$ cat src/rtl/assert_macros.svh
// assertion macros used by the sequencer back end
`ifndef ASSERT_MACROS_SVH
`define ASSERT_MACROS_SVH

// same-cycle implication, checked out of reset
`define ASSERT_IMPL(lbl, clk, rst_n, ante, cons) \
    lbl: assert property (@(posedge clk) disable iff (!rst_n) (ante) |-> (cons)) \
        else $error("same-cycle implication failed");

// next-cycle implication, checked out of reset
`define ASSERT_NEXT(lbl, clk, rst_n, ante, cons) \
    lbl: assert property (@(posedge clk) disable iff (!rst_n) (ante) |=> (cons)) \
        else $error("next-cycle implication failed");

`endif

$ cat src/rtl/jtsq_pkg.sv
// types, codes and the tap transition table of the jtag sequencer
package jtsq_pkg;

    // function codes on the input side
    localparam logic [2:0] FUNC_SHIFT_DR = 3'd0;
    localparam logic [2:0] FUNC_SHIFT_IR = 3'd1;
    localparam logic [2:0] FUNC_GO_IDLE  = 3'd2;
    localparam logic [2:0] FUNC_RUN      = 3'd3;
    localparam logic [2:0] FUNC_SAMPLE   = 3'd4;

    // tap states used by name
    localparam logic [3:0] TAP_RESET = 4'd0;
    localparam logic [3:0] TAP_IDLE  = 4'd1;

    // tms-high ticks before the final tms-low tick of go idle
    localparam logic [6:0] GO_IDLE_HIGH_TICKS = 7'd6;

    // queue between front and back, power of two
    localparam int QUEUE_DEPTH = 2;
    localparam int QUEUE_PTR_W = $clog2(QUEUE_DEPTH);
    localparam int QUEUE_CNT_W = $clog2(QUEUE_DEPTH + 1);

    typedef enum logic [1:0] {
        ST_OK       = 2'd0,
        ST_NOT_IDLE = 2'd1,
        ST_UNEXP    = 2'd2,
        ST_BAD_LEN  = 2'd3
    } status_t;

    // item class decided in the front
    typedef enum logic [2:0] {
        CLS_DR      = 3'd0,
        CLS_IR      = 3'd1,
        CLS_GO_IDLE = 3'd2,
        CLS_RUN     = 3'd3,
        CLS_SAMPLE  = 3'd4,
        CLS_BAD     = 3'd5
    } cls_t;

    // running command
    typedef enum logic [4:0] {
        ACT_NONE    = 5'b00001,
        ACT_DR      = 5'b00010,
        ACT_IR      = 5'b00100,
        ACT_GO_IDLE = 5'b01000,
        ACT_RUN     = 5'b10000
    } act_t;

    // step within a dr or ir shift
    typedef enum logic [6:0] {
        PH_SEL1  = 7'b0000001,
        PH_SEL2  = 7'b0000010,
        PH_CAP   = 7'b0000100,
        PH_ENTER = 7'b0001000,
        PH_SHIFT = 7'b0010000,
        PH_UPD   = 7'b0100000,
        PH_IDLE  = 7'b1000000
    } phase_t;

    // classified item held in the queue
    typedef struct packed {
        cls_t        cls;
        logic        len_bad;
        logic        count_zero;
        logic [63:0] shift_data;
        logic [15:0] count;
        logic        tdo_level;
    } entry_t;

    // result item
    typedef struct packed {
        logic        drive_tick;
        logic        tms_out;
        logic        tdi_out;
        logic [3:0]  tap_position;
        logic        done_res;
        status_t     status;
        logic [63:0] captured_data;
    } result_t;

    // next tap state for a given tms level
    function automatic logic [3:0] tap_step(input logic [3:0] st, input logic tms);
        logic [3:0] nxt;
        unique case (st)
            4'd0:  nxt = tms ? 4'd0  : 4'd1;
            4'd1:  nxt = tms ? 4'd2  : 4'd1;
            4'd2:  nxt = tms ? 4'd9  : 4'd3;
            4'd3:  nxt = tms ? 4'd5  : 4'd4;
            4'd4:  nxt = tms ? 4'd5  : 4'd4;
            4'd5:  nxt = tms ? 4'd8  : 4'd6;
            4'd6:  nxt = tms ? 4'd7  : 4'd6;
            4'd7:  nxt = tms ? 4'd8  : 4'd4;
            4'd8:  nxt = tms ? 4'd2  : 4'd1;
            4'd9:  nxt = tms ? 4'd0  : 4'd10;
            4'd10: nxt = tms ? 4'd12 : 4'd11;
            4'd11: nxt = tms ? 4'd12 : 4'd11;
            4'd12: nxt = tms ? 4'd15 : 4'd13;
            4'd13: nxt = tms ? 4'd14 : 4'd13;
            4'd14: nxt = tms ? 4'd15 : 4'd11;
            4'd15: nxt = tms ? 4'd2  : 4'd1;
            default: nxt = TAP_RESET;
        endcase
        return nxt;
    endfunction

endpackage

$ cat src/rtl/jtsq_front.sv
// front end: takes input items and classifies them for the queue
module jtsq_front #(
    parameter int MAX_SHIFT_BITS = 64
) (
    input  logic              s_tvalid,
    output logic              s_tready,
    input  logic [87:0]       s_tdata,   // shift_data[63:0], count[79:64], tdo_level[80]
    input  logic [2:0]        s_tuser,   // func[2:0]
    input  logic              q_full,
    output logic              q_push,
    output jtsq_pkg::entry_t  q_entry
);

    logic [15:0] count;

    assign count    = s_tdata[79:64];
    assign s_tready = !q_full;
    assign q_push   = s_tvalid && !q_full;

    // decode function code and precompute length checks
    always_comb begin
        q_entry            = '0;
        q_entry.shift_data = s_tdata[63:0];
        q_entry.count      = count;
        q_entry.tdo_level  = s_tdata[80];
        q_entry.count_zero = (count == 16'd0);
        q_entry.len_bad    = (count == 16'd0) || (count > 16'(MAX_SHIFT_BITS));
        unique case (s_tuser)
            jtsq_pkg::FUNC_SHIFT_DR: q_entry.cls = jtsq_pkg::CLS_DR;
            jtsq_pkg::FUNC_SHIFT_IR: q_entry.cls = jtsq_pkg::CLS_IR;
            jtsq_pkg::FUNC_GO_IDLE:  q_entry.cls = jtsq_pkg::CLS_GO_IDLE;
            jtsq_pkg::FUNC_RUN:      q_entry.cls = jtsq_pkg::CLS_RUN;
            jtsq_pkg::FUNC_SAMPLE:   q_entry.cls = jtsq_pkg::CLS_SAMPLE;
            default:                 q_entry.cls = jtsq_pkg::CLS_BAD;
        endcase
    end

endmodule

$ cat src/rtl/jtsq_queue.sv
// short fifo of classified items between front and back
module jtsq_queue (
    input  logic              aclk,
    input  logic              aresetn,
    input  logic              push,
    input  jtsq_pkg::entry_t  push_entry,
    input  logic              pop,
    output logic              not_empty,
    output logic              full,
    output jtsq_pkg::entry_t  head
);

    localparam int PTR_W = jtsq_pkg::QUEUE_PTR_W;
    localparam int CNT_W = jtsq_pkg::QUEUE_CNT_W;

    jtsq_pkg::entry_t slot_reg [jtsq_pkg::QUEUE_DEPTH];
    logic [PTR_W-1:0] wr_ptr_reg, wr_ptr_next;
    logic [PTR_W-1:0] rd_ptr_reg, rd_ptr_next;
    logic [CNT_W-1:0] cnt_reg, cnt_next;
    logic             do_push, do_pop;

    assign not_empty = (cnt_reg != '0);
    assign full      = (cnt_reg == CNT_W'(jtsq_pkg::QUEUE_DEPTH));
    assign head      = slot_reg[rd_ptr_reg];
    assign do_push   = push && !full;
    assign do_pop    = pop && not_empty;

    // pointer and fill count
    always_comb begin
        wr_ptr_next = do_push ? wr_ptr_reg + PTR_W'(1) : wr_ptr_reg;
        rd_ptr_next = do_pop  ? rd_ptr_reg + PTR_W'(1) : rd_ptr_reg;
        cnt_next    = cnt_reg;
        if (do_push && !do_pop) begin
            cnt_next = cnt_reg + CNT_W'(1);
        end else if (do_pop && !do_push) begin
            cnt_next = cnt_reg - CNT_W'(1);
        end
    end

    always_ff @(posedge aclk) begin
        if (!aresetn) begin
            wr_ptr_reg <= '0;
            rd_ptr_reg <= '0;
            cnt_reg    <= '0;
        end else begin
            wr_ptr_reg <= wr_ptr_next;
            rd_ptr_reg <= rd_ptr_next;
            cnt_reg    <= cnt_next;
        end
    end

    // slot storage
    always_ff @(posedge aclk) begin
        if (do_push) begin
            slot_reg[wr_ptr_reg] <= push_entry;
        end
    end

endmodule

$ cat src/rtl/jtsq_back.sv
// back end: tap state tracking, shift sequencing and result register
`include "assert_macros.svh"

module jtsq_back (
    input  logic              aclk,
    input  logic              aresetn,
    input  logic              q_valid,
    input  jtsq_pkg::entry_t  q_entry,
    output logic              q_pop,
    output logic              m_valid,
    input  logic              m_ready,
    output jtsq_pkg::result_t m_res
);

    logic                fire;
    jtsq_pkg::result_t   res_reg, res_next;
    logic                out_valid_reg;

    logic [3:0]          tap_reg, tap_next;
    jtsq_pkg::act_t      act_reg, act_next;
    jtsq_pkg::phase_t    phase_reg, phase_next;
    logic [6:0]          bp_reg, bp_next;
    logic [6:0]          len_reg, len_next;
    logic [63:0]         obits_reg, obits_next;
    logic [63:0]         ibits_reg, ibits_next;
    logic [15:0]         ticks_reg, ticks_next;

    logic                tick_req, tick_tms, tick_tdi;
    logic [6:0]          bp_inc, bp_inc2;
    logic [15:0]         ticks_dec;

    assign fire    = q_valid && (!out_valid_reg || m_ready);
    assign q_pop   = fire;
    assign m_valid = out_valid_reg;
    assign m_res   = res_reg;

    assign bp_inc    = bp_reg + 7'd1;
    assign bp_inc2   = bp_reg + 7'd2;
    assign ticks_dec = (ticks_reg != 16'd0) ? ticks_reg - 16'd1 : ticks_reg;

    // one step of the sequencer per item
    always_comb begin
        res_next              = '0;
        res_next.tap_position = tap_reg;
        res_next.status       = jtsq_pkg::ST_OK;
        tick_req   = 1'b0;
        tick_tms   = 1'b0;
        tick_tdi   = 1'b0;
        tap_next   = tap_reg;
        act_next   = act_reg;
        phase_next = phase_reg;
        bp_next    = bp_reg;
        len_next   = len_reg;
        obits_next = obits_reg;
        ibits_next = ibits_reg;
        ticks_next = ticks_reg;

        if (q_entry.cls == jtsq_pkg::CLS_BAD) begin
            res_next.done_res = 1'b1;
            res_next.status   = jtsq_pkg::ST_UNEXP;
        end else if (act_reg == jtsq_pkg::ACT_NONE) begin
            // no command running: start one, or finish the item at once with a done result
            priority if (q_entry.cls == jtsq_pkg::CLS_SAMPLE) begin
                res_next.done_res = 1'b1;
                res_next.status   = jtsq_pkg::ST_UNEXP;
            end else if (q_entry.cls == jtsq_pkg::CLS_GO_IDLE) begin
                act_next = jtsq_pkg::ACT_GO_IDLE;
                bp_next  = 7'd0;
                tick_req = 1'b1;
                tick_tms = 1'b1;
                tick_tdi = 1'b1;
            end else if (tap_reg != jtsq_pkg::TAP_IDLE) begin
                res_next.done_res = 1'b1;
                res_next.status   = jtsq_pkg::ST_NOT_IDLE;
            end else if (q_entry.cls == jtsq_pkg::CLS_RUN) begin
                if (q_entry.count_zero) begin
                    res_next.done_res = 1'b1;
                end else begin
                    act_next   = jtsq_pkg::ACT_RUN;
                    ticks_next = q_entry.count;
                    tick_req   = 1'b1;
                    tick_tdi   = 1'b1;
                end
            end else if (q_entry.len_bad) begin
                res_next.done_res = 1'b1;
                res_next.status   = jtsq_pkg::ST_BAD_LEN;
            end else begin
                act_next   = (q_entry.cls == jtsq_pkg::CLS_IR) ? jtsq_pkg::ACT_IR
                                                               : jtsq_pkg::ACT_DR;
                phase_next = jtsq_pkg::PH_SEL1;
                bp_next    = 7'd0;
                len_next   = q_entry.count[6:0];
                obits_next = q_entry.shift_data;
                ibits_next = '0;
                tick_req   = 1'b1;
                tick_tms   = 1'b1;
                tick_tdi   = 1'b1;
            end
        end else if (q_entry.cls != jtsq_pkg::CLS_SAMPLE) begin
            // command while a sample is awaited
            res_next.done_res = 1'b1;
            res_next.status   = jtsq_pkg::ST_UNEXP;
        end else begin
            // sample for the running command
            tick_req = 1'b1;
            tick_tdi = 1'b1;
            unique case (act_reg)
                jtsq_pkg::ACT_GO_IDLE: begin
                    if (bp_reg >= jtsq_pkg::GO_IDLE_HIGH_TICKS) begin
                        tick_req = 1'b0;
                    end else begin
                        bp_next  = bp_inc;
                        tick_tms = (bp_inc < jtsq_pkg::GO_IDLE_HIGH_TICKS);
                    end
                end
                jtsq_pkg::ACT_RUN: begin
                    ticks_next = ticks_dec;
                    if (ticks_dec == 16'd0) begin
                        tick_req = 1'b0;
                    end
                end
                jtsq_pkg::ACT_DR, jtsq_pkg::ACT_IR: begin
                    unique case (phase_reg)
                        jtsq_pkg::PH_SEL1: begin
                            if (act_reg == jtsq_pkg::ACT_IR) begin
                                phase_next = jtsq_pkg::PH_SEL2;
                                tick_tms   = 1'b1;
                            end else begin
                                phase_next = jtsq_pkg::PH_CAP;
                            end
                        end
                        jtsq_pkg::PH_SEL2:  phase_next = jtsq_pkg::PH_CAP;
                        jtsq_pkg::PH_CAP:   phase_next = jtsq_pkg::PH_ENTER;
                        jtsq_pkg::PH_ENTER: begin
                            phase_next = jtsq_pkg::PH_SHIFT;
                            tick_tms   = (bp_inc >= len_reg);
                            tick_tdi   = obits_reg[bp_reg[5:0]];
                        end
                        jtsq_pkg::PH_SHIFT: begin
                            ibits_next[bp_reg[5:0]] = ibits_reg[bp_reg[5:0]]
                                                      | q_entry.tdo_level;
                            bp_next = bp_inc;
                            if (bp_inc >= len_reg) begin
                                phase_next = jtsq_pkg::PH_UPD;
                                tick_tms   = 1'b1;
                            end else begin
                                tick_tms = (bp_inc2 >= len_reg);
                                tick_tdi = obits_reg[bp_inc[5:0]];
                            end
                        end
                        jtsq_pkg::PH_UPD:   phase_next = jtsq_pkg::PH_IDLE;
                        jtsq_pkg::PH_IDLE: begin
                            tick_req               = 1'b0;
                            res_next.captured_data = ibits_reg;
                        end
                        default: tick_req = 1'b0;
                    endcase
                end
                default: tick_req = 1'b0;
            endcase

            // command finished: done result and clean state
            if (!tick_req) begin
                res_next.done_res = 1'b1;
                act_next   = jtsq_pkg::ACT_NONE;
                phase_next = jtsq_pkg::PH_SEL1;
                bp_next    = 7'd0;
                ticks_next = 16'd0;
            end
        end

        // tick result moves the tap
        if (tick_req) begin
            tap_next              = jtsq_pkg::tap_step(tap_reg, tick_tms);
            res_next.drive_tick   = 1'b1;
            res_next.tms_out      = tick_tms;
            res_next.tdi_out      = tick_tdi;
            res_next.tap_position = tap_next;
        end
    end

    // control state
    always_ff @(posedge aclk) begin
        if (!aresetn) begin
            out_valid_reg <= 1'b0;
            tap_reg       <= jtsq_pkg::TAP_RESET;
            act_reg       <= jtsq_pkg::ACT_NONE;
            phase_reg     <= jtsq_pkg::PH_SEL1;
            bp_reg        <= 7'd0;
            ticks_reg     <= 16'd0;
        end else begin
            if (fire) begin
                out_valid_reg <= 1'b1;
                tap_reg       <= tap_next;
                act_reg       <= act_next;
                phase_reg     <= phase_next;
                bp_reg        <= bp_next;
                ticks_reg     <= ticks_next;
            end else if (m_ready) begin
                out_valid_reg <= 1'b0;
            end
        end
    end

    // payload registers
    always_ff @(posedge aclk) begin
        if (fire) begin
            res_reg   <= res_next;
            len_reg   <= len_next;
            obits_reg <= obits_next;
            ibits_reg <= ibits_next;
        end
    end

    // no command running means a clean shift position
    `ASSERT_IMPL(a_none_clean, aclk, aresetn, act_reg == jtsq_pkg::ACT_NONE, phase_reg == jtsq_pkg::PH_SEL1 && bp_reg == 7'd0 && ticks_reg == 16'd0)
    // tap only moves on a tick result
    `ASSERT_NEXT(a_tap_hold, aclk, aresetn, fire && !res_next.drive_tick, tap_reg == $past(tap_reg))
    // shift position stays below the length while shifting
    `ASSERT_IMPL(a_shift_bound, aclk, aresetn, phase_reg == jtsq_pkg::PH_SHIFT && (act_reg == jtsq_pkg::ACT_DR || act_reg == jtsq_pkg::ACT_IR), bp_reg < len_reg)

endmodule

$ cat src/rtl/jtag_tap_master_sequencer.sv
// top level of the jtag tap host sequencer
//
//  channel | dir | handshake        | tdata                                | tuser / tlast
//  s_      | in  | s_tvalid/tready  | shift_data, count, tdo_level         | tuser = func
//  m_      | out | m_tvalid/tready  | tms, tdi, tap_position, status, data | tuser = drive_tick,
//          |     |                  |                                      | tlast = done_res
//
// one item per clock sustained while m_tready takes each result; every item gives exactly one result item.
// an accepted item is written into the queue, then executed by the back end into the
// output register once that register is empty or being taken, and offered from there.
// the back end retires one queued item per cycle whenever the output register
// is empty or being taken; the two-entry queue keeps s_tready high meanwhile.
// aresetn is synchronous and active low and puts the tap model in test logic reset.
module jtag_tap_master_sequencer #(
    parameter int MAX_SHIFT_BITS = 64
) (
    input  logic        aclk,
    input  logic        aresetn,
    input  logic        s_tvalid,
    output logic        s_tready,
    input  logic [87:0] s_tdata,   // shift_data[63:0], count[79:64], tdo_level[80]
    input  logic [2:0]  s_tuser,   // func[2:0]
    output logic        m_tvalid,
    input  logic        m_tready,
    output logic [71:0] m_tdata,   // tms_out[0], tdi_out[1], tap_position[5:2],
                                   // status[7:6], captured_data[71:8]
    output logic        m_tuser,   // drive_tick
    output logic        m_tlast    // done_res
);

    logic              q_push, q_full, q_not_empty, q_pop;
    jtsq_pkg::entry_t  push_entry, head_entry;
    jtsq_pkg::result_t res;

    jtsq_front #(
        .MAX_SHIFT_BITS(MAX_SHIFT_BITS)
    ) u_front (
        .s_tvalid (s_tvalid),
        .s_tready (s_tready),
        .s_tdata  (s_tdata),
        .s_tuser  (s_tuser),
        .q_full   (q_full),
        .q_push   (q_push),
        .q_entry  (push_entry)
    );

    jtsq_queue u_queue (
        .aclk       (aclk),
        .aresetn    (aresetn),
        .push       (q_push),
        .push_entry (push_entry),
        .pop        (q_pop),
        .not_empty  (q_not_empty),
        .full       (q_full),
        .head       (head_entry)
    );

    jtsq_back u_back (
        .aclk    (aclk),
        .aresetn (aresetn),
        .q_valid (q_not_empty),
        .q_entry (head_entry),
        .q_pop   (q_pop),
        .m_valid (m_tvalid),
        .m_ready (m_tready),
        .m_res   (res)
    );

    // pack result item onto the stream
    assign m_tdata = {res.captured_data, res.status, res.tap_position,
                      res.tdi_out, res.tms_out};
    assign m_tuser = res.drive_tick;
    assign m_tlast = res.done_res;

endmodule
$ cat config.mk
export PLATFORM = sky130hd
export DESIGN_NAME = jtag_tap_master_sequencer
export DESIGN_NICKNAME = d
export VERILOG_FILES = /design/src/rtl/jtsq_pkg.sv /design/src/rtl/jtsq_front.sv /design/src/rtl/jtsq_queue.sv /design/src/rtl/jtsq_back.sv /design/src/rtl/jtag_tap_master_sequencer.sv
export VERILOG_INCLUDE_DIRS = /design/src /design/src/rtl
export SDC_FILE = /design/constraint.sdc
export NUM_CORES = 1
export LEC_CHECK = 0
export ABC_AREA = 1
export ABC_CLOCK_PERIOD_IN_PS = 10300
export BUFFER_PORTS_ARGS = -buffer_cell sky130_fd_sc_hd__buf_2
export CAP_MARGIN = 20
export CORE_UTILIZATION = 40
export DETAILED_ROUTE_END_ITERATION = 10
export SYNTH_ARGS = -nofsm -noshare
export SYNTH_HDL_FRONTEND = slang
export SYNTH_SLANG_ARGS = --single-unit
$ cat constraint.sdc
create_clock -name aclk -period 10.3 [get_ports aclk]
set_input_delay 0.515 -clock aclk [delete_from_list [all_inputs] [get_ports aclk]]
set_output_delay 0.515 -clock aclk [all_outputs]
set_load 0.03 [all_outputs]
==> results.yml, run 1 <==
placement:
  gp_congestion: 0.849
  placed_cell_area_um2: 21500
  dp.cells: 2923
  hpwl_um: 31500
  io_buffers: 163
critical_path:
  r2r_start: "u_back.bp_reg[1]"
  r2r_cells: 16
  path_delay_family: "buffers and inverters"
  critPathSlowestCell: "clkinv_1"
  max_stage_delay_ns: 0.83
  r2r_end: "u_back.m_res[70]"
  cp.required_ns: 10.63
  crit_path_cell_trace: "buf_4 -> clkinv_1 -> ha_1 -> ha_1 -> a21oi_1 -> o21ai_0 -> nand2_1 -> nand2_1 -> nand2_1 -> nand2_1 -> nand2_1 -> nand2_1 -> o21ai_0 -> nand3_1 -> nand2_1 -> o21ai_1"
  cp_common_cell: "nand2_1"
  crit_fanout: 40
  critPathLaunchType: "flip-flop"
  cp_num_buf_inv: 2
  critPathArrivalTime_ns: 4.79
  worstSetupPathType: "flip-flop to flip-flop"
  crit_path_end_kind: "flip-flop"
  worst-r2r-setup-slack_ns: 5.84
timing:
  rsz0062_at_grt: "no"
  skew_ns: 0.0112
  period_needed_ns: 4.46
  slew_viol_final: 0
  slew_headroom_pct: 24.2
  setup_violations: 0
  post-route-period-util_pct: 43.3
  tns_ns: 0
  worst_slew_pin_slew_ns: 1.14
  finalHoldViolations: 0
  max_freq_mhz: 224
logic_synthesis:
  ys_warn_count: 0
  synth-seq-cells: 426
  synthDistinctLibCells: 46
  syn-mean-instance-area_um2: 9.26
  seq_area_frac_synth_pct: 61.5
  syn_area_um2: 20100
  syn-instance-count: 2165
  syn-num-nets: 2281
die:
  coreArea_um2: 49200
  rows: 81
  die-height_um: 226
  start_util_pct: 40.8
  dieArea_um2: 51000
  pin_count: 171
  dieWidth_um: 226
power:
  power.density_nw_per_um2: 227
  ir_drop_mv: 0.145
  power_leakage_nw: 9.27
  power_mw: 5.24
cts:
  cts_sinks: 426
  cts_tree: "built"
  cts_hold_buf: 0
  cts_resized: 0
  post_cts_buffers: 0
  clock_path_buffers: 3
  cts_max_level: 2
  cts_root_buf: "clkbuf_16"
  clk_pin_slew_worst_paths_ns: 0.06
  clk_latency_ns: 0.59
  cts_buffers: 47
status:
  run_status: "complete, no violations"
worst_hold_path:
  hp-start: "s_tdata[52]"
  min_path_cells: 1
  holdPathEnd: "u_queue.slot_reg[0][69]"
  hp-class: "primary input to flip-flop"
global_routing:
  grt_pass1_vias: 14200
  grt_pass1_wl_um: 76700
  antenna_found_initial: 2
  gr-total-overflow: 0
  grt_max_degree: 87
  grt_use_total_pct: 19.2
layout:
  final_cell_area_um2: 23100
  finish.utilization_pct: 47.1
  drive_above_1_share_pct: 12.2
  nets: 2425
  area.growth.synth_to_final_pct: 15.4
  final_cell_mix: "nand2_1, nor2_1, edfxtp_1"
  fill_cells: 4602
  seqCellArea_um2: 12300
  stdcell_count: 3009
  mostFrequentLayoutCell: "nand2_1"
  largest_register_ff_count: 172
  diodes: 0
  multi_input_area_um2: 6400
routing:
  vias: 15100
  drtAntennaViolNets: 0
  drtIter0Drc: 1152
  wl_per_cell_um: 16.1
  drc: 0
  firstDrtPassIters: 5
  drt-total-wl_um: 48500
  via_per_inst: 5.01
job:
  cap_violations: 0
## worst max path at each step
stage                               end  cells past startpoint  slack, ns              from
floorplan           u_back.ibits_reg[0]                      6       0.20          m_tready
global placement       u_back.m_res[70]                     16       5.89  u_back.bp_reg[1]
detailed placement     u_back.m_res[70]                     16       5.86  u_back.bp_reg[1]
CTS                    u_back.m_res[70]                     16       5.84  u_back.bp_reg[1]
global route           u_back.m_res[70]                     18       5.45  u_back.bp_reg[0]
finish                 u_back.m_res[70]                     16       5.84  u_back.bp_reg[1]
## cell families (layout without fill, tap and decap cells)
kind of cell,after synthesis,after routing,share of synthesized area [%]
adder cells (fa/ha/maj),21,21,1.31
multiplexers,8,8,0.399
XOR/XNOR,8,8,0.349
flip-flops,426,426,61.5
AO/OA/AOI/OAI,380,380,10.0
buffers and inverters,352,532,6.83
AND/OR/NAND/NOR,970,970,19.5
## cell type report
type | instances | area share (%)
clock inverter | 31 | 1.59
sequential | 426 | 53.4
timing repair buffer | 178 | 4.10
multi-input combinational | 1387 | 27.7
inverter | 269 | 4.37
clock buffer | 54 | 5.33
tap | 664 | 3.59
## synthesized netlist by cell type, drive strengths merged
cell       n  share of area, %
inv      266               5.0
a21oi    143               3.6
edfxtp   381                57
clkinv     3             0.056
a211oi     3              0.11
a41oi      1             0.044
a31oi      5              0.16
o22ai      1             0.031
xor2       8              0.35
o2111ai    4              0.21
o211ai     8              0.30
o21bai     7              0.26
ha        21               1.3
nor4       6              0.19
nand4     13              0.41
nand3     78               2.0
o21a       1             0.037
o21ai    204               5.1
clkbuf    49              0.92
and2       1             0.031
a21o       2             0.075
and3       1             0.031
or2        4              0.12
a2111oi    1             0.044
buf       34              0.87
mux2i      8              0.40
nor2     390               7.4
nor3      16              0.48
nand2    454               8.6
dfxtp     45               4.5
nand3b     7              0.26
## per-layer routing
| metal | global-route usage, % | wire (um) | up-vias |
|---|---|---|---|
| met5 | 0 | 20 | - |
| met3 | 3.40 | 2870 | 76 |
| li1 | - | - | 7473 |
| met1 | 26.4 | 22100 | 7042 |
| met4 | 5.27 | 1000 | 4 |
| met2 | 30.9 | 22600 | 475 |
## where the power goes
group	switching [mW]	internal (mW)
sequential	0.0688	2.24
clock	0.694	1.06
combinational	0.902	0.277
total	1.66	3.58
## worst reg2reg max path, stage by stage, from the launching register on
cell and delay, ns:
dfxtp_1 0.76, buf_4 0.52, clkinv_1 0.86, ha_1 0.60, ha_1 0.30, a21oi_1 0.13, o21ai_0 0.09, nand2_1 0.06
nand2_1 0.05, nand2_1 0.05, nand2_1 0.08, nand2_1 0.18, nand2_1 0.16, o21ai_0 0.11, nand3_1 0.12, nand2_1 0.08
o21ai_1 0.05
## per-stage QoR
stage / worst slack [ns] / hold slack, ns
after floorplan: 0.195 / 0.426
after global placement: 5.89 / 0.430
after detailed placement: 5.86 / 0.450
after CTS: 5.84 / 0.0910
after global routing: 5.45 / 0.0944
final: 5.84 / 0.117
(Power assumes the default switching activity.)
==> run 2: changes to the inputs <==
--- a/config.mk
+++ b/config.mk
@@ -6,8 +6,8 @@
 export SDC_FILE = /design/constraint.sdc
 export NUM_CORES = 1
 export LEC_CHECK = 0
-export ABC_AREA = 1
-export ABC_CLOCK_PERIOD_IN_PS = 10300
+export ABC_AREA = 0
+export ABC_CLOCK_PERIOD_IN_PS = 4550
 export BUFFER_PORTS_ARGS = -buffer_cell sky130_fd_sc_hd__buf_2
 export CAP_MARGIN = 20
 export CORE_UTILIZATION = 40
==> constraint.sdc (replaced) <==
create_clock -name aclk -period 4.55 [get_ports aclk]
set_input_delay 0.2275 -clock aclk [delete_from_list [all_inputs] [get_ports aclk]]
set_output_delay 0.2275 -clock aclk [all_outputs]
set_load 0.03 [all_outputs]
==> run 2 against run 1 <==
Critical path depth fell by 6. Clock skew is 0.020 ns higher. Core utilization grew 1.9 points. Via count shrank 16%. Count of clock-buffer cells in the layout up 7. Register-to-register slack got worse by 5.2 ns. First-iteration DRC count fell by 30%. Critical path type unchanged. Critical endpoint is now u_back.m_res[67]. Largest power group unchanged. Highest routed layer is now met4.
==> results.yml, run 2 <==
logic_synthesis:
  syn-instance-count: 1451
  ys_top_cells_by_area: "edfxtp_1, mux4_2, dfxtp_1, mux2_2, nor2_1"
  synthDistinctLibCells: 75
  syn-mean-instance-area_um2: 13.4
  synth-edff-count: 381
  async_reset_ff_share_pct: 0
  ys.flop_type: "edfxtp_1"
  yosys-top-cells-count: "edfxtp_1, nor2_1, clkbuf_1"
  synth-seq-cells: 426
  seq_area_frac_synth_pct: 63.3
  syn-num-nets: 1567
  ys_warn_count: 0
  synth_top_area_share_pct: 58.6
  syn_area_um2: 19500
  synth_top_area_cell: "edfxtp_1"
  synth.most_common_cell: "edfxtp_1"
layout:
  drive_above_1_share_pct: 24.1
  area.growth.synth_to_final_pct: 20.4
  final_cell_mix: "edfxtp_1, nor2_1, buf_2"
  largest_register_ff_count: 172
  finish.utilization_pct: 49.0
  mostFrequentLayoutCell: "edfxtp_1"
  nets: 1806
  diodes: 0
global_routing:
  gr-total-overflow: 0
  met1_usage_pct: 24.4
  met3_usage_pct: 2.40
  grt_pass1_vias: 12600
  top_usage_layer: "met2"
  grt_max_degree: 81
  use_met2_pct: 29.4
  antenna_found_initial: 0
  grt_pass1_wl_um: 70500
  grt_use_total_pct: 17.9
routing:
  vias: 12600
  wl_per_cell_um: 19.0
  via_per_inst: 5.40
  firstDrtPassIters: 5
  drc: 0
  drt-total-wl_um: 44400
  drtAntennaViolNets: 0
  drtIter0Drc: 810
die:
  dieWidth_um: 223
  pin_count: 171
  rows: 80
  die-height_um: 223
  coreArea_um2: 47900
  start_util_pct: 40.7
  dieArea_um2: 49700
timing:
  max_freq_mhz: 257
  skew_ns: 0.0316
  setup_violations: 0
  period_needed_ns: 3.89
  finalHoldViolations: 0
  slew_viol_final: 0
  setup_ws_ns: 0.657
  rsz0062_at_grt: "no"
  post-route-period-util_pct: 85.6
  slew_headroom_pct: 26.9
  worst_slew_pin_slew_ns: 1.07
cts:
  cts_root_buf: "clkbuf_16"
  clk_latency_ns: 0.61
  clock_path_buffers: 3
  post_cts_buffers: 0
  clk_pin_slew_worst_paths_ns: 0.06
  cts_resized: 0
  cts_tree: "built"
  cts_max_level: 2
  cts_sinks: 426
  cts_buffers: 47
worst_hold_path:
  min_path_cells: 2
  hp-class: "primary input to flip-flop"
critical_path:
  crit_path_end_kind: "flip-flop"
  crit_fanout: 14
  worstSetupPathType: "flip-flop to flip-flop"
  critPathArrivalTime_ns: 4.35
  critPathLaunchType: "flip-flop"
  crit_path_cell_trace: "or3_4 -> or4b_4 -> or4_1 -> a2111o_1 -> nor4_4 -> o21ai_2 -> a21oi_4 -> inv_2 -> a31o_1 -> o2bb2a_4"
  cp.required_ns: 5.01
  max_stage_delay_ns: 0.55
  r2r_cells: 10
  critPathSlowestCell: "or4b_4"
placement:
  io_buffers: 163
  hpwl_um: 29000
  place_ws_ns: 0.672
  gp_congestion: 0.873
power:
  ir_drop_mv: 0.367
  power_leakage_nw: 8.34
  power.density_nw_per_um2: 473
job:
  cap_violations: 0
status:
  run_status: "complete, no violations"
## run 2: power breakdown
part           switching, mW  total, mW  internal, mW  leakage (nW)
logic                   1.49       2.17         0.688          3.66
registers              0.152       5.15          5.00          3.92
clock network           1.56       3.78          2.23         0.756
## run 2: final cells by class
cell class / count / area [um2]
Clock buffer: 61 / 1280
Clock inverter: 23 / 264
Fill cell: 4073 / 24400
Inverter: 30 / 114
Multi-Input combinational cell: 900 / 6710
Sequential cell: 426 / 12400
Tap cell: 615 / 769
Timing Repair Buffer: 285 / 2010
## run 2: worst paths after layout
check	slack, ns	endpoint	start
max	0.66	u_back.m_res[67]	u_back.ticks_reg[6]
min	0.04	u_queue.slot_reg[1][84]	s_tuser[1]
max reg2reg	0.66	u_back.m_res[67]	u_back.ticks_reg[6]
min reg2reg	0.52	u_queue.rd_ptr_reg	u_queue.rd_ptr_reg
## run 2: metrics by stage
stage               power [mW]  area [um2]  hold slack (ns)  instances  setup TNS, ns
floorplan                 6.74       19500            0.304       1451         -13.23
finish                    11.1       23500           0.0400       2340              0
global route              11.6       23500           0.0234       2340              0
CTS                       11.3       23500         0.000876       2340              0
detailed placement        7.39       21100            0.418       2170              0
global placement          7.35       21100            0.415       2170              0
## run 2: timing repair
action / 4_1_cts / 5_1_grt
endpoints found under the setup margin: 0 / 0
hold endpoints to repair: 173 / 0
hold buffers: 86 / 0
## run 2: kinds of logic (layout without fill, tap and decap cells)
family | after synthesis | count (layout) | synth area share, %
multiplexers | 158 | 158 | 11.7
flip-flops | 426 | 426 | 63.3
adder cells (fa/ha/maj) | 21 | 21 | 1.35
XOR/XNOR | 22 | 22 | 0.988
AO/OA/AOI/OAI | 250 | 250 | 8.75
AND/OR/NAND/NOR | 449 | 449 | 11.4
buffers and inverters | 125 | 399 | 2.53
## run 2: layer usage
metal / vias to the layer above / routed length (um)
li1: 6034 / -
met1: 6224 / 20300
met2: 305 / 21300
met3: 75 / 1770
met4: 0 / 1130
met5: - / 0
## run 2: critical path, delay by kind of cell (launching register included)
family,cells,cell delay (ns)
buffers and inverters,1,0.15
DFF,1,0.39
and+or+nand+nor,4,1.86
AOI/OAI and AO/OA,5,1.35
==> run 3: changes to the inputs <==
--- a/config.mk
+++ b/config.mk
@@ -6,12 +6,13 @@
 export SDC_FILE = /design/constraint.sdc
 export NUM_CORES = 1
 export LEC_CHECK = 0
-export ABC_AREA = 0
+export ABC_AREA = 1
 export ABC_CLOCK_PERIOD_IN_PS = 4550
 export BUFFER_PORTS_ARGS = -buffer_cell sky130_fd_sc_hd__buf_2
 export CAP_MARGIN = 20
 export CORE_UTILIZATION = 40
 export DETAILED_ROUTE_END_ITERATION = 10
+export SLEW_MARGIN = 20
 export SYNTH_ARGS = -nofsm -noshare
 export SYNTH_HDL_FRONTEND = slang
 export SYNTH_SLANG_ARGS = --single-unit
==> run 3 against run 2 <==
Highest routed layer unchanged. Total power increased by 6.4%. Via count up 23%. Register-to-register slack improved by 0.04 ns.
==> results.yml, run 3 (synthesis results as in run 1) <==
cts:
  cts_sinks: 426
  cts_resized: 0
  cts_tree: "built"
  cts_buffers: 46
  cts_root_buf: "clkbuf_16"
  clock_path_buffers: 3
  cts_max_level: 2
  clk_pin_slew_worst_paths_ns: 0.06
  clk_latency_ns: 0.60
  post_cts_buffers: 0
timing:
  slew_headroom_pct: 36.1
  worst_slew_pin_slew_ns: 0.956
  slew_viol_final: 0
  max_freq_mhz: 260
  skew_ns: 0.0183
  finalHoldViolations: 0
  rsz0062_at_grt: "no"
  period_needed_ns: 3.85
  setup_violations: 0
  setup_ws_ns: 0.700
  tns_ns: 0
  post-route-period-util_pct: 84.6
critical_path:
  max_stage_delay_ns: 0.57
  critPathArrivalTime_ns: 4.19
  critPathLaunchType: "flip-flop"
  crit_path_cell_trace: "ha_1 -> nand2_1 -> nor2_1 -> inv_1 -> nand2_1 -> inv_1 -> ha_1 -> a21oi_1 -> nor2_1 -> a211oi_1 -> nand2_1 -> nand2_1 -> nand2_1 -> nand2_1 -> nand2_1 -> nand2_1 -> nand2_1 -> o21ai_0 -> nand3_1 -> nand2_1 -> o21ai_1"
  cp_common_cell: "nand2_1"
  worstSetupPathType: "flip-flop to flip-flop"
  path_delay_family: "simple AND/OR/NAND/NOR gates"
  crit_path_end_kind: "flip-flop"
  cp_num_buf_inv: 2
  critPathSlowestCell: "dfxtp_2"
  cp.required_ns: 4.89
  crit_fanout: 14
layout:
  fill_cells: 4523
  nets: 2515
  multi_input_area_um2: 6410
  diodes: 0
  largest_register_ff_count: 172
  mostFrequentLayoutCell: "nand2_1"
  drive_above_1_share_pct: 11.8
  final_cell_mix: "nand2_1, nor2_1, edfxtp_1"
  area.growth.synth_to_final_pct: 19.8
  seqCellArea_um2: 12300
die:
  coreArea_um2: 49200
  dieWidth_um: 226
  rows: 81
  die-height_um: 226
  dieArea_um2: 51000
  start_util_pct: 40.8
  pin_count: 171
power:
  power_leakage_nw: 9.62
  power.density_nw_per_um2: 492
  ir_drop_mv: 0.288
global_routing:
  grt_pass1_wl_um: 77700
  grt_use_total_pct: 19.4
  grt_max_degree: 82
  grt_pass1_vias: 14700
  gr-total-overflow: 0
  antenna_found_initial: 0
worst_hold_path:
  hp-class: "primary input to flip-flop"
placement:
  hpwl_um: 31800
  place_ws_ns: 0.845
  gp_congestion: 0.895
  io_buffers: 163
job:
  cap_violations: 0
routing:
  via_per_inst: 4.99
  drc: 0
  firstDrtPassIters: 7
  drt-total-wl_um: 49000
  vias: 15500
  drtAntennaViolNets: 0
  drtIter0Drc: 1464
  wl_per_cell_um: 15.8
status:
  run_status: "complete, no violations"
run 3: cell types whose count changed in the layout (fill, tap and decap cells not counted), moves of 57 or more:
cell / before / now
and2_1: 67 / 1
a211oi_1: 60 / 3
nor2_1: 175 / 383
mux2_2: 74 / 0
a21oi_1: 54 / 141
o21ai_0: 47 / 191
inv_1: 27 / 262
nand2_1: 70 / 447
run 3: area by class of cell:
type	instances	share of cell area, %
clock buffers	54	4.92
inverters	269	4.20
flip-flops and latches	426	51.4
repair buffers	269	7.76
clock inverters	32	1.56
well taps	664	3.46
multi-input cells	1387	26.7
run 3: per-stage QoR:
stage               cell area, um2  total power [mW]  utilization [%]  hold slack (ns)  cells
floorplan                    20100              7.19                -            0.326   2165
global placement             21600              7.99             43.9            0.414   2929
detailed placement           21600              8.04             43.9            0.418   2929
CTS                          24000              12.0             48.9           0.0899   3101
global route                 24000              12.4             48.9            0.131   3101
finish                       24000              11.8             48.9            0.128   3101
run 3: per-layer routing:
| metal | up-vias | part of all wire (%) | GRT usage (%) | wire length, um |
|---|---|---|---|---|
| met5 | - | 0 | 0 | 0 |
| met4 | 0 | 2.7 | 7.20 | 1340 |
| met3 | 82 | 6.4 | 2.89 | 3120 |
| met2 | 532 | 46 | 30.6 | 22500 |
| met1 | 7199 | 45 | 26.9 | 22100 |
| li1 | 7671 | - | - | - |
run 3: path summary, 6_finish.rpt:
check | slack [ns] | end | cells past startpoint | start
max | 0.70 | u_back.m_res[70] | 21 | u_back.bp_reg[1]
min | 0.13 | u_back.act_reg[0] | 2 | aresetn
max reg2reg | 0.70 | u_back.m_res[70] | 21 | u_back.bp_reg[1]
min reg2reg | 0.47 | flip-flop | 1 | u_queue.rd_ptr_reg
run 3: timing repair:
item | in CTS | in global routing
hold buffers | 86 | 0
hold endpoints to repair | 169 | 0
setup endpoints to repair | 0 | 0
run 3: report_power, final:
group | total (mW) | leakage, nW | switching [mW] | internal [mW]
clock network | 3.84 | 0.758 | 1.58 | 2.27
logic | 2.72 | 4.93 | 2.04 | 0.684
registers | 5.25 | 3.93 | 0.180 | 5.07
total | 11.8 | 9.62 | 3.79 | 8.03
